[config.mk]
export PLATFORM = sky130hd
export DESIGN_NAME = emulated_memory_map_decoder_core
export DESIGN_NICKNAME = d
export VERILOG_FILES = /design/src/rtl/emmd_pkg.sv /design/src/rtl/emmd_decode.sv /design/src/rtl/emulated_memory_map_decoder_core.sv
export SDC_FILE = /design/constraint.sdc
export NUM_CORES = 1
export LEC_CHECK = 0
export ABC_AREA = 1
export BUFFER_PORTS_ARGS = -buffer_cell sky130_fd_sc_hd__buf_2
export CAP_MARGIN = 20
export CORE_MARGIN = 2
export CORE_UTILIZATION = 55
export CTS_BUF_LIST = sky130_fd_sc_hd__clkbuf_16
export DETAILED_ROUTE_END_ITERATION = 8
export MAX_ROUTING_LAYER = met4
export PLACE_DENSITY = 0.86
export SLEW_MARGIN = 20
export SYNTH_ARGS = -nofsm -noshare
export SYNTH_HDL_FRONTEND = slang
export SYNTH_HIERARCHICAL = 1
export SYNTH_SLANG_ARGS = --single-unit
[constraint.sdc]
create_clock -name aclk -period 6.54 [get_ports aclk]
set_input_delay 0.654 -clock aclk [delete_from_list [all_inputs] [get_ports aclk]]
set_output_delay 0.654 -clock aclk [all_outputs]
set_load 0.01 [all_outputs]
[src/rtl/emmd_pkg.sv]
package emmd_pkg;

    // Fixed decode windows.
    localparam logic [31:0] RAM_BASE     = 32'h0800_0000;
    localparam logic [31:0] RAM_SIZE     = 32'h0200_0000;
    localparam logic [31:0] VRAM_BASE    = 32'h0400_0000;
    localparam logic [31:0] VRAM_SIZE    = 32'h0020_0000;
    localparam logic [31:0] SCRATCH_BASE = 32'h0001_0000;
    localparam logic [31:0] SCRATCH_SIZE = 32'h0000_4000;

    localparam logic [31:0] ADDRESS_MASK_RESET = 32'h1FFF_FFFF;
    localparam logic [31:0] COUNT_MAX          = 32'hFFFF_FFFF;

    // Access codes.
    localparam logic [1:0] ACT_SINGLE_READ  = 2'd0;
    localparam logic [1:0] ACT_SINGLE_WRITE = 2'd1;
    localparam logic [1:0] ACT_BLOCK_READ   = 2'd2;
    localparam logic [1:0] ACT_BLOCK_WRITE  = 2'd3;

    // Region codes.
    localparam logic [2:0] REGION_NONE    = 3'd0;
    localparam logic [2:0] REGION_MODULE  = 3'd1;
    localparam logic [2:0] REGION_RAM     = 3'd2;
    localparam logic [2:0] REGION_VRAM    = 3'd3;
    localparam logic [2:0] REGION_SCRATCH = 3'd4;

    // Register indexes on the configuration port.
    localparam logic [1:0] REG_ADDRESS_MASK = 2'd0;
    localparam logic [1:0] REG_MODULE_BASE  = 2'd1;
    localparam logic [1:0] REG_MODULE_SIZE  = 2'd2;
    localparam logic [1:0] REG_WATCH_ADDR   = 2'd3;

    typedef struct packed {
        logic [1:0]  action;
        logic [31:0] address;
        logic [16:0] access_length;
    } emmd_req_t;

    typedef struct packed {
        logic        mapped;
        logic [2:0]  region;
        logic [31:0] region_offset;
        logic        store_enable;
        logic        watch_hit;
        logic [31:0] bad_access_total;
        logic [31:0] watch_hit_total;
    } emmd_rsp_t;

    typedef struct packed {
        logic [31:0] address_mask;
        logic [31:0] module_window_base;
        logic [31:0] module_window_size;
        logic [31:0] watched_address;
    } emmd_cfg_t;

    typedef struct packed {
        logic        mapped;
        logic [2:0]  region;
        logic [31:0] region_offset;
        logic        store_enable;
        logic        watch_hit;
        logic        count_bad;
    } emmd_dec_t;

endpackage

[src/rtl/emmd_decode.sv]
module emmd_decode (
    input  emmd_pkg::emmd_req_t req,
    input  emmd_pkg::emmd_cfg_t cfg,
    output emmd_pkg::emmd_dec_t dec
);

    logic [31:0] addr;
    logic [32:0] addr_x;
    logic [32:0] end_x;
    logic [32:0] raw_end_x;

    logic [32:0] mod_limit;
    logic        mod_hit, mod_fit;
    logic        ram_hit, ram_fit;
    logic        vram_hit, vram_fit;
    logic        scr_hit, scr_fit;

    logic        is_single;
    logic        is_write;
    logic        fit;

    assign addr      = req.address & cfg.address_mask;
    assign addr_x    = {1'b0, addr};
    assign end_x     = addr_x + {16'b0, req.access_length};
    assign raw_end_x = {1'b0, req.address} + {16'b0, req.access_length};
    assign mod_limit = {1'b0, cfg.module_window_base} + {1'b0, cfg.module_window_size};

    // Each window hits when the masked address lies in [base, base + size);
    // it fits when the end of the access does not pass base + size.
    assign mod_hit  = (cfg.module_window_size != 32'b0) &&
                      (addr >= cfg.module_window_base) && (addr_x < mod_limit);
    assign mod_fit  = end_x <= mod_limit;

    assign ram_hit  = (addr >= emmd_pkg::RAM_BASE) &&
                      (addr_x < ({1'b0, emmd_pkg::RAM_BASE} + {1'b0, emmd_pkg::RAM_SIZE}));
    assign ram_fit  = end_x <= ({1'b0, emmd_pkg::RAM_BASE} + {1'b0, emmd_pkg::RAM_SIZE});

    assign vram_hit = (addr >= emmd_pkg::VRAM_BASE) &&
                      (addr_x < ({1'b0, emmd_pkg::VRAM_BASE} + {1'b0, emmd_pkg::VRAM_SIZE}));
    assign vram_fit = end_x <= ({1'b0, emmd_pkg::VRAM_BASE} + {1'b0, emmd_pkg::VRAM_SIZE});

    assign scr_hit  = (addr >= emmd_pkg::SCRATCH_BASE) &&
                      (addr_x < ({1'b0, emmd_pkg::SCRATCH_BASE} +
                                 {1'b0, emmd_pkg::SCRATCH_SIZE}));
    assign scr_fit  = end_x <= ({1'b0, emmd_pkg::SCRATCH_BASE} +
                                {1'b0, emmd_pkg::SCRATCH_SIZE});

    assign is_single = (req.action == emmd_pkg::ACT_SINGLE_READ) ||
                       (req.action == emmd_pkg::ACT_SINGLE_WRITE);
    assign is_write  = (req.action == emmd_pkg::ACT_SINGLE_WRITE) ||
                       (req.action == emmd_pkg::ACT_BLOCK_WRITE);

    always_comb begin
        fit               = 1'b0;
        dec.region        = emmd_pkg::REGION_NONE;
        dec.region_offset = 32'b0;
        // The first window that matches decides; a straddle there is unmapped.
        if (mod_hit) begin
            fit               = mod_fit;
            dec.region        = emmd_pkg::REGION_MODULE;
            dec.region_offset = addr - cfg.module_window_base;
        end else if (ram_hit) begin
            fit               = ram_fit;
            dec.region        = emmd_pkg::REGION_RAM;
            dec.region_offset = addr - emmd_pkg::RAM_BASE;
        end else if (vram_hit) begin
            fit               = vram_fit;
            dec.region        = emmd_pkg::REGION_VRAM;
            dec.region_offset = addr - emmd_pkg::VRAM_BASE;
        end else if (scr_hit) begin
            fit               = scr_fit;
            dec.region        = emmd_pkg::REGION_SCRATCH;
            dec.region_offset = addr - emmd_pkg::SCRATCH_BASE;
        end
        if (!fit) begin
            dec.region        = emmd_pkg::REGION_NONE;
            dec.region_offset = 32'b0;
        end
        dec.mapped       = fit;
        dec.store_enable = fit && is_write;
        dec.count_bad    = !fit && is_single;
        // The watch compares against the raw address, not the masked one.
        dec.watch_hit    = fit && is_single && is_write &&
                           (cfg.watched_address != 32'b0) &&
                           (req.address <= cfg.watched_address) &&
                           ({1'b0, cfg.watched_address} < raw_end_x);
    end

endmodule

[src/rtl/emulated_memory_map_decoder_core.sv]
// Path: an accepted request is held in the input register, decoded by a single pass of
// compares, and registered into the result register once that one is empty or draining.
// Throughput: one request per cycle while the result channel is not stalled by m_ready.
// Reset: aresetn is synchronous and active low; it empties both stages, zeroes both counters,
// and returns the configuration registers to mask 0x1FFFFFFF, module window off, watch off.
module emulated_memory_map_decoder_core (
    input  logic                aclk,
    input  logic                aresetn,

    // Request channel.
    input  logic                s_valid,
    output logic                s_ready,
    input  emmd_pkg::emmd_req_t s_data,

    // Result channel.
    output logic                m_valid,
    input  logic                m_ready,
    output emmd_pkg::emmd_rsp_t m_data,

    // Configuration port.
    input  logic                psel,
    input  logic                penable,
    input  logic                pwrite,
    input  logic [3:0]          paddr,
    input  logic [31:0]         pwdata,
    output logic [31:0]         prdata,
    output logic                pready
);

    // Configuration registers.
    emmd_pkg::emmd_cfg_t cfg_reg;

    // Stage one holds the accepted request; stage two holds the finished result.
    logic                in_valid_reg;
    emmd_pkg::emmd_req_t in_req_reg;
    logic                out_valid_reg;
    emmd_pkg::emmd_rsp_t out_rsp_reg;

    // Running counters and their next values.
    logic [31:0]         bad_cnt_reg;
    logic [31:0]         bad_cnt_next;
    logic [31:0]         watch_cnt_reg;
    logic [31:0]         watch_cnt_next;

    emmd_pkg::emmd_dec_t dec;
    logic                advance;
    logic                cfg_wr;
    logic [1:0]          cfg_idx;

    // The decode sits between the two registers.
    emmd_decode u_decode (
        .req (in_req_reg),
        .cfg (cfg_reg),
        .dec (dec)
    );

    // A request moves into the result register whenever that register is
    // empty or is being drained this cycle, so the input stage accepts a new
    // request in the same cycle that its current one moves on.
    assign advance = in_valid_reg && (!out_valid_reg || m_ready);
    assign s_ready = !in_valid_reg || advance;
    assign m_valid = out_valid_reg;
    assign m_data  = out_rsp_reg;

    assign pready  = 1'b1;
    assign cfg_wr  = psel && penable && pwrite;
    assign cfg_idx = paddr[3:2];

    // Counters saturate at all ones. A write to the watch register clears the hit counter;
    // the user must make it only while no request is in flight; the block leaves that to them.
    always_comb begin
        bad_cnt_next   = bad_cnt_reg;
        watch_cnt_next = watch_cnt_reg;
        if (advance && dec.count_bad && (bad_cnt_reg != emmd_pkg::COUNT_MAX)) begin
            bad_cnt_next = bad_cnt_reg + 32'd1;
        end
        if (advance && dec.watch_hit && (watch_cnt_reg != emmd_pkg::COUNT_MAX)) begin
            watch_cnt_next = watch_cnt_reg + 32'd1;
        end
        if (cfg_wr && (cfg_idx == emmd_pkg::REG_WATCH_ADDR)) begin
            watch_cnt_next = 32'b0;
        end
    end

    // Register read-back.
    always_comb begin
        case (cfg_idx)
            emmd_pkg::REG_ADDRESS_MASK: prdata = cfg_reg.address_mask;
            emmd_pkg::REG_MODULE_BASE:  prdata = cfg_reg.module_window_base;
            emmd_pkg::REG_MODULE_SIZE:  prdata = cfg_reg.module_window_size;
            emmd_pkg::REG_WATCH_ADDR:   prdata = cfg_reg.watched_address;
            default:                    prdata = 32'b0;
        endcase
    end

    // Control state, counters and configuration.
    always_ff @(posedge aclk) begin
        if (!aresetn) begin
            in_valid_reg               <= 1'b0;
            out_valid_reg              <= 1'b0;
            bad_cnt_reg                <= 32'b0;
            watch_cnt_reg              <= 32'b0;
            cfg_reg.address_mask       <= emmd_pkg::ADDRESS_MASK_RESET;
            cfg_reg.module_window_base <= 32'b0;
            cfg_reg.module_window_size <= 32'b0;
            cfg_reg.watched_address    <= 32'b0;
        end else begin
            if (s_ready) begin
                in_valid_reg <= s_valid;
            end
            if (advance) begin
                out_valid_reg <= 1'b1;
            end else if (m_ready) begin
                out_valid_reg <= 1'b0;
            end
            bad_cnt_reg   <= bad_cnt_next;
            watch_cnt_reg <= watch_cnt_next;
            if (cfg_wr) begin
                case (cfg_idx)
                    emmd_pkg::REG_ADDRESS_MASK: cfg_reg.address_mask       <= pwdata;
                    emmd_pkg::REG_MODULE_BASE:  cfg_reg.module_window_base <= pwdata;
                    emmd_pkg::REG_MODULE_SIZE:  cfg_reg.module_window_size <= pwdata;
                    emmd_pkg::REG_WATCH_ADDR:   cfg_reg.watched_address    <= pwdata;
                    default: begin
                    end
                endcase
            end
        end
    end

    // Payload registers carry no reset; their valid flags guard them.
    always_ff @(posedge aclk) begin
        if (s_valid && s_ready) begin
            in_req_reg <= s_data;
        end
        if (advance) begin
            out_rsp_reg.mapped           <= dec.mapped;
            out_rsp_reg.region           <= dec.region;
            out_rsp_reg.region_offset    <= dec.region_offset;
            out_rsp_reg.store_enable     <= dec.store_enable;
            out_rsp_reg.watch_hit        <= dec.watch_hit;
            out_rsp_reg.bad_access_total <= bad_cnt_next;
            out_rsp_reg.watch_hit_total  <= watch_cnt_next;
        end
    end

endmodule

==> metrics.yaml, run 1 <==
run_status:
  outcome: "finished, final reports clean"
worst_setup_path:
  critPathKind: "reg -> reg"
  cp_common_cell: "nand3_1"
  cp_max_fo: 5
  cpMaxStageDelayCell: "dfxtp_1"
  arrival_ps: 6500
  endpoint_kind: "flip-flop"
  cp.required_ps: 6870
  start_kind: "flip-flop"
  critical_path.max_stage_delay_ps: 430
pwr:
  p_leak_nw: 13.6
  ir_worst_vdd_mv: 0.217
  p_per_area_nw_per_um2: 199
layout:
  finalNetCount: 4222
  fillCellCount: 4221
  largest_reg_flops: 128
  synthToLayoutAreaGrowth_pct: 11.6
  finalInstanceArea_sq_um: 28900
  drive_gt1_share_pct: 14.4
cts:
  clock_latency_ps: 570
  numCtsBuffers: 38
  cts.path.max_buffers: 3
  hold_buffers: 0
  h-tree-depth: 2
  cts_tree: "yes"
  cts_sinks: 347
  cts_root_buffer: "clkbuf_16"
  cts.clk_slew.worst_paths_ps: 70
detailed_routing:
  drcViolationCount: 0
  drtIter0Drc: 3011
  highest_layer: "met4"
  firstDrtPassIters: 6
  drt-vias-per-instance: 5.68
  wirelength_microns: 82500
  m1WireLength_microns: 35200
  wl_met3_microns: 9440
  ant_nets: 0
  wl_met2_microns: 34800
  wl_per_cell_microns: 18.1
  vias: 25900
synth:
  synthTopCellsByArea: "edfxtp_1 (18%), dfxtp_1 (15%), nand2_1 (14%), ha_1 (9.9%), nor2_1 (7.0%)"
  synth_ff_type: "dfxtp_1"
  syn_inst: 3702
  avgSynthCellArea_sq_um: 7.00
  synth_top_area_share_pct: 17.7
  async_reset_ff_share_pct: 0
  yosysWarningCount: 6
  synth-seq-cells: 347
  synth_fp_nets: 4005
  synth_edf_count: 153
  synth_area_leader_cell: "edfxtp_1"
  synth_cell_type_count: 67
  yosysSeqAreaShare_pct: 32.7
  netlist_area_sq_um: 25900
global_routing:
  antenna_found_initial: 8
  grt-ovfl-total: 0
  grt_use_total_pct: 33.6
  grt_max_degree: 84
  grt_pass1_wl_microns: 127000
  grt_pass1_vias: 23500
sta:
  maxSlewHeadroom_pct: 26.6
  hold_viol: 0
  report.final.slew_viol_count: 0
  min_period_over_period_pct: 94.4
  max_slew.worst_pin.slew_ps: 1100
  finalSetupTns_ps: 0
  setup_viol: 0
  fmax_ghz: 0.162
  setup_ws_ps: 369
  skew_ps: 29.0
  period_needed_ps: 6170
  rsz0062_at_grt: "false"
placement:
  io_buffers: 227
  gp_congestion: 1.06
  dpl-instance-area_sq_um: 27700
  hpwl_microns: 65300
  place_ws_ps: 361
floorplanning:
  io_pins: 231
  start_util_pct: 55.7
  rows: 79
  die-area_sq_um: 48900
  die_x_microns: 221
  die_y_microns: 221
  core_sq_um: 46600
flow_run:
  maxCapViolations: 0
worst_hold_path:
  hp-class: "in -> reg"
[cell usage after synthesis, drive strengths merged, types with 8 or more instances]
cell type,n
a31oi,12
nor2,549
nor3,44
inv,419
or2,14
ha,205
o21ai,226
o21bai,8
nand4,105
nand3,214
xor2,72
a21boi,9
a211oi,11
nand3b,17
dfxtp,194
xnor2,36
nand2,1078
a21oi,170
clkbuf,58
buf,25
o21a,9
edfxtp,153
a21o,13
nor4,27
[stage by stage]
| stage | hold WS, ps | instances | total power [mW] | utilization [%] |
|---|---|---|---|---|
| floorplan | 464 | 3702 | 3.28 | - |
| global placement | 477 | 4484 | 3.61 | 59.4 |
| detailed placement | 479 | 4484 | 3.64 | 59.4 |
| CTS | 248 | 4553 | 5.73 | 62.0 |
| global route | 253 | 4563 | 6.00 | 62.2 |
| finish | 260 | 4563 | 5.75 | 62.2 |
[path summary, 6_finish.rpt]
check / slack [ps] / to / from / depth (start not counted)
hold / removal: 260 / in_req_reg[27]$_DFFE_PP_ / s_data[27] / 1
setup / recovery: 370 / m_data[29]$_DFFE_PN_ / cfg_reg[66]$_SDFFE_PN0P_ / 31
setup reg to reg: 370 / m_data[29]$_DFFE_PN_ / cfg_reg[66]$_SDFFE_PN0P_ / 31
hold reg to reg: 500 / cfg_reg[119]$_SDFFE_PN1P_ / cfg_reg[119]$_SDFFE_PN1P_ / 2
[worst max-delay path: cells and delay by family, from the launching register on]
| family | cells | cell delay (ps) |
|---|---|---|
| adders and majority gates | 2 | 650 |
| AOI/OAI and AO/OA | 5 | 1220 |
| and+or+nand+nor | 21 | 3350 |
| xor gates and xnor gates | 1 | 150 |
| DFF | 1 | 430 |
| buffers and inverters | 2 | 130 |
[layer usage]
layer,vias to the layer above,global-route usage (%)
met3,188,7.14
li1,12600,-
met2,1277,48.5
met4,0,12.1
met1,11800,46.4
met5,-,-
[cell families (layout without fill, tap and decap cells)]
logic type      after synthesis  after routing  synth area share (%)
other cells                   1              9                0.0145
compound gates              475            475                  10.4
buf+inv                     505            751                  7.74
xor+xnor                    108            108                  3.65
flops                       347            347                  32.7
fa+ha+maj                   209            209                  10.2
simple gates               2057           2057                  35.2
[layout make-up]
class                           instances  area [sq um]  share of cell area, %
Clock inverter                         29           223                  0.770
Timing Repair Buffer                  260          1400                   4.83
Multi-Input combinational cell       2850         15500                   53.5
Clock buffer                           40          1000                   3.46
Sequential cell                       347          8480                   29.3
Inverter                              422          1590                   5.50
Tap cell                              607           759                   2.62
Antenna cell                            8          20.0                 0.0692
[layout by cell type, fill, tap and decap left out, types with 27 or more instances in the layout]
cell type  instances
buf_2            227
nor2_2            53
edfxtp_1         153
buf_4             32
inv_1            401
xor2_1            72
ha_1             205
dfxtp_1          194
nor2_1           481
clkbuf_16         40
o21ai_0          207
nor3_1            41
xnor2_1           36
nand2_2           83
a21oi_1          144
nand3_1          202
nand4_1          104
inv_2             27
nand2_1          986
[power by group]
part | internal (mW) | switching, mW | total [mW]
registers | 2.34 | 0.0697 | 2.41
clock network | 1.20 | 0.922 | 2.12
logic | 0.403 | 0.818 | 1.22
total | 3.94 | 1.81 | 5.75
[repair_timing]
action	CTS	global route
resized for setup	0	3
endpoints found under the setup margin	0	29
setup buffers	0	1
Note: power is estimated with default switching activity, not from simulation.
==> run 2: changes to the inputs <==
CTS_BUF_LIST = not set   (was sky130_fd_sc_hd__clkbuf_16)
SLEW_MARGIN = 10   (was 20)
==> run 2 against run 1 <==
Worst hold slack better by 1.9 ps. Die area unchanged. Final cell count stayed put. Register-to-register slack improved by 30 ps. Global-route usage is essentially flat. Highest routed layer unchanged.
==> metrics.yaml, run 2 (synthesis gave the netlist of run 1 again) <==
worst_hold_path:
  hp-class: "in -> reg"
  worstHoldPathCells: 1
  hp-start: "s_data[10]"
  hold_end: "in_req_reg[10]$_DFFE_PP_"
floorplanning:
  die-area_sq_um: 48900
  io_pins: 231
  start_util_pct: 55.7
  rows: 79
  die_x_microns: 221
  die_y_microns: 221
  core_sq_um: 46600
detailed_routing:
  drcViolationCount: 0
  wl_per_cell_microns: 18.1
  firstDrtPassIters: 8
  vias: 26000
  drtIter0Drc: 3049
  wirelength_microns: 82600
  drt-vias-per-instance: 5.71
  ant_nets: 0
worst_setup_path:
  cp.required_ps: 6870
  critical_path.max_stage_delay_ps: 430
  r2r_slack_ps: 400
  start_kind: "flip-flop"
  cpMaxStageDelayCell: "dfxtp_1"
  arrival_ps: 6470
  timing.rr.end: "m_data[29]$_DFFE_PN_"
  cp_max_fo: 5
  cp_common_cell: "nand3_1"
  critPathKind: "reg -> reg"
  r2r_cells: 31
  r2r-start: "cfg_reg[66]$_SDFFE_PN0P_"
  endpoint_kind: "flip-flop"
layout:
  most-common-layout-cells: "nand2_1 (986), nor2_1 (481), inv_1 (390), buf_2 (227), o21ai_0 (207)"
  finalInstanceArea_sq_um: 28900
  final_common_cell: "nand2_1"
  finalNetCount: 4222
  utilization_pct: 62.2
  synthToLayoutAreaGrowth_pct: 11.7
  largest_reg_flops: 128
  drive_gt1_share_pct: 14.5
  fillCellCount: 4218
pwr:
  p_leak_nw: 13.6
  p_per_area_nw_per_um2: 200
  ir_worst_vdd_mv: 0.217
sta:
  fmax_ghz: 0.163
  finalSetupTns_ps: 0
  max_slew.worst_pin.slew_ps: 1080
  hold_viol: 0
  period_needed_ps: 6140
  report.final.slew_viol_count: 0
  maxSlewHeadroom_pct: 28.0
  rsz0062_at_grt: "false"
  min_period_over_period_pct: 93.8
  setup_viol: 0
  skew_ps: 31.9
placement:
  gp_congestion: 1.06
  hpwl_microns: 65300
  dpl-instance-area_sq_um: 27700
  io_buffers: 227
cts:
  clock_latency_ps: 580
  h-tree-depth: 2
  cts_root_buffer: "clkbuf_16"
  cts_tree: "yes"
  cts.clk_slew.worst_paths_ps: 60
  cts_sinks: 347
  cts.path.max_buffers: 3
  numCtsBuffers: 38
global_routing:
  grt_pass1_vias: 23500
  grt-ovfl-total: 0
  grt_use_total_pct: 33.6
  antenna_found_initial: 8
  grt_pass1_wl_microns: 127000
  grt_max_degree: 84
flow_run:
  maxCapViolations: 0
run_status:
  outcome: "finished, final reports clean"
## run 2: cell types whose count changed in the layout (fill, tap and decap cells not counted), sizes merged
cell and change:
clkbuf +12, clkinv -1, inv -11
## run 2: timing repair
item | CTS | global route
hold buffers | 0 | 0
setup endpoints to repair | 0 | 29
resized for setup | 0 | 3
setup buffers | 0 | 1
## run 2: metrics by stage
stage | hold WS (ps) | cells | setup WS (ps) | total power [mW]
floorplan | 464 | 3702 | 1880 | 3.28
global placement | 477 | 4484 | 532 | 3.61
detailed placement | 479 | 4484 | 361 | 3.64
CTS | 248 | 4553 | 325 | 5.76
global route | 253 | 4563 | 4.90 | 6.02
finish | 262 | 4563 | 404 | 5.78
## run 2: layout make-up
cell class	count	area (sq um)	area share (%)
diodes	8	20.0	0.0692
well taps	607	759	2.62
multi-input cells	2850	15500	53.4
inverters	422	1590	5.49
flip-flops and latches	347	8480	29.3
repair buffers	260	1400	4.82
clock buffers	52	1060	3.65
clock inverters	17	178	0.614
## run 2: per-layer routing
layer / part of all wire [%] / up-vias / track usage [%]
met5: 0 / - / -
met4: 3.6 / 0 / 12.1
met3: 12 / 171 / 7.14
met2: 42 / 1347 / 48.5
met1: 43 / 11900 / 46.4
li1: - / 12600 / -
## run 2: how the worst max path moves through the flow
stage | startpoint | end | slack (ps)
after floorplan | in_req_reg[22]$_DFFE_PP_ | m_data[24]$_DFFE_PN_ | 1880
after global placement | cfg_reg[66]$_SDFFE_PN0P_ | m_data[29]$_DFFE_PN_ | 530
after detailed placement | cfg_reg[66]$_SDFFE_PN0P_ | m_data[29]$_DFFE_PN_ | 360
after CTS | cfg_reg[66]$_SDFFE_PN0P_ | m_data[29]$_DFFE_PN_ | 320
after global routing | cfg_reg[66]$_SDFFE_PN0P_ | m_data[24]$_DFFE_PN_ | 5
final | cfg_reg[66]$_SDFFE_PN0P_ | m_data[29]$_DFFE_PN_ | 400
## run 2: worst max-delay path, delay by kind of cell (launching register included)
| kind | cells | cell delay (ps) |
|---|---|---|
| simple gates | 21 | 3310 |
| compound gates | 5 | 1220 |
| fa+ha+maj | 2 | 650 |
| flops | 1 | 430 |
| xor+xnor | 1 | 150 |
| buf+inv | 2 | 130 |
## run 2: power by group
group | switching [mW] | internal [mW]
Clock | 0.924 | 1.23
Sequential | 0.0700 | 2.34
Combinational | 0.818 | 0.403
Total | 1.81 | 3.97
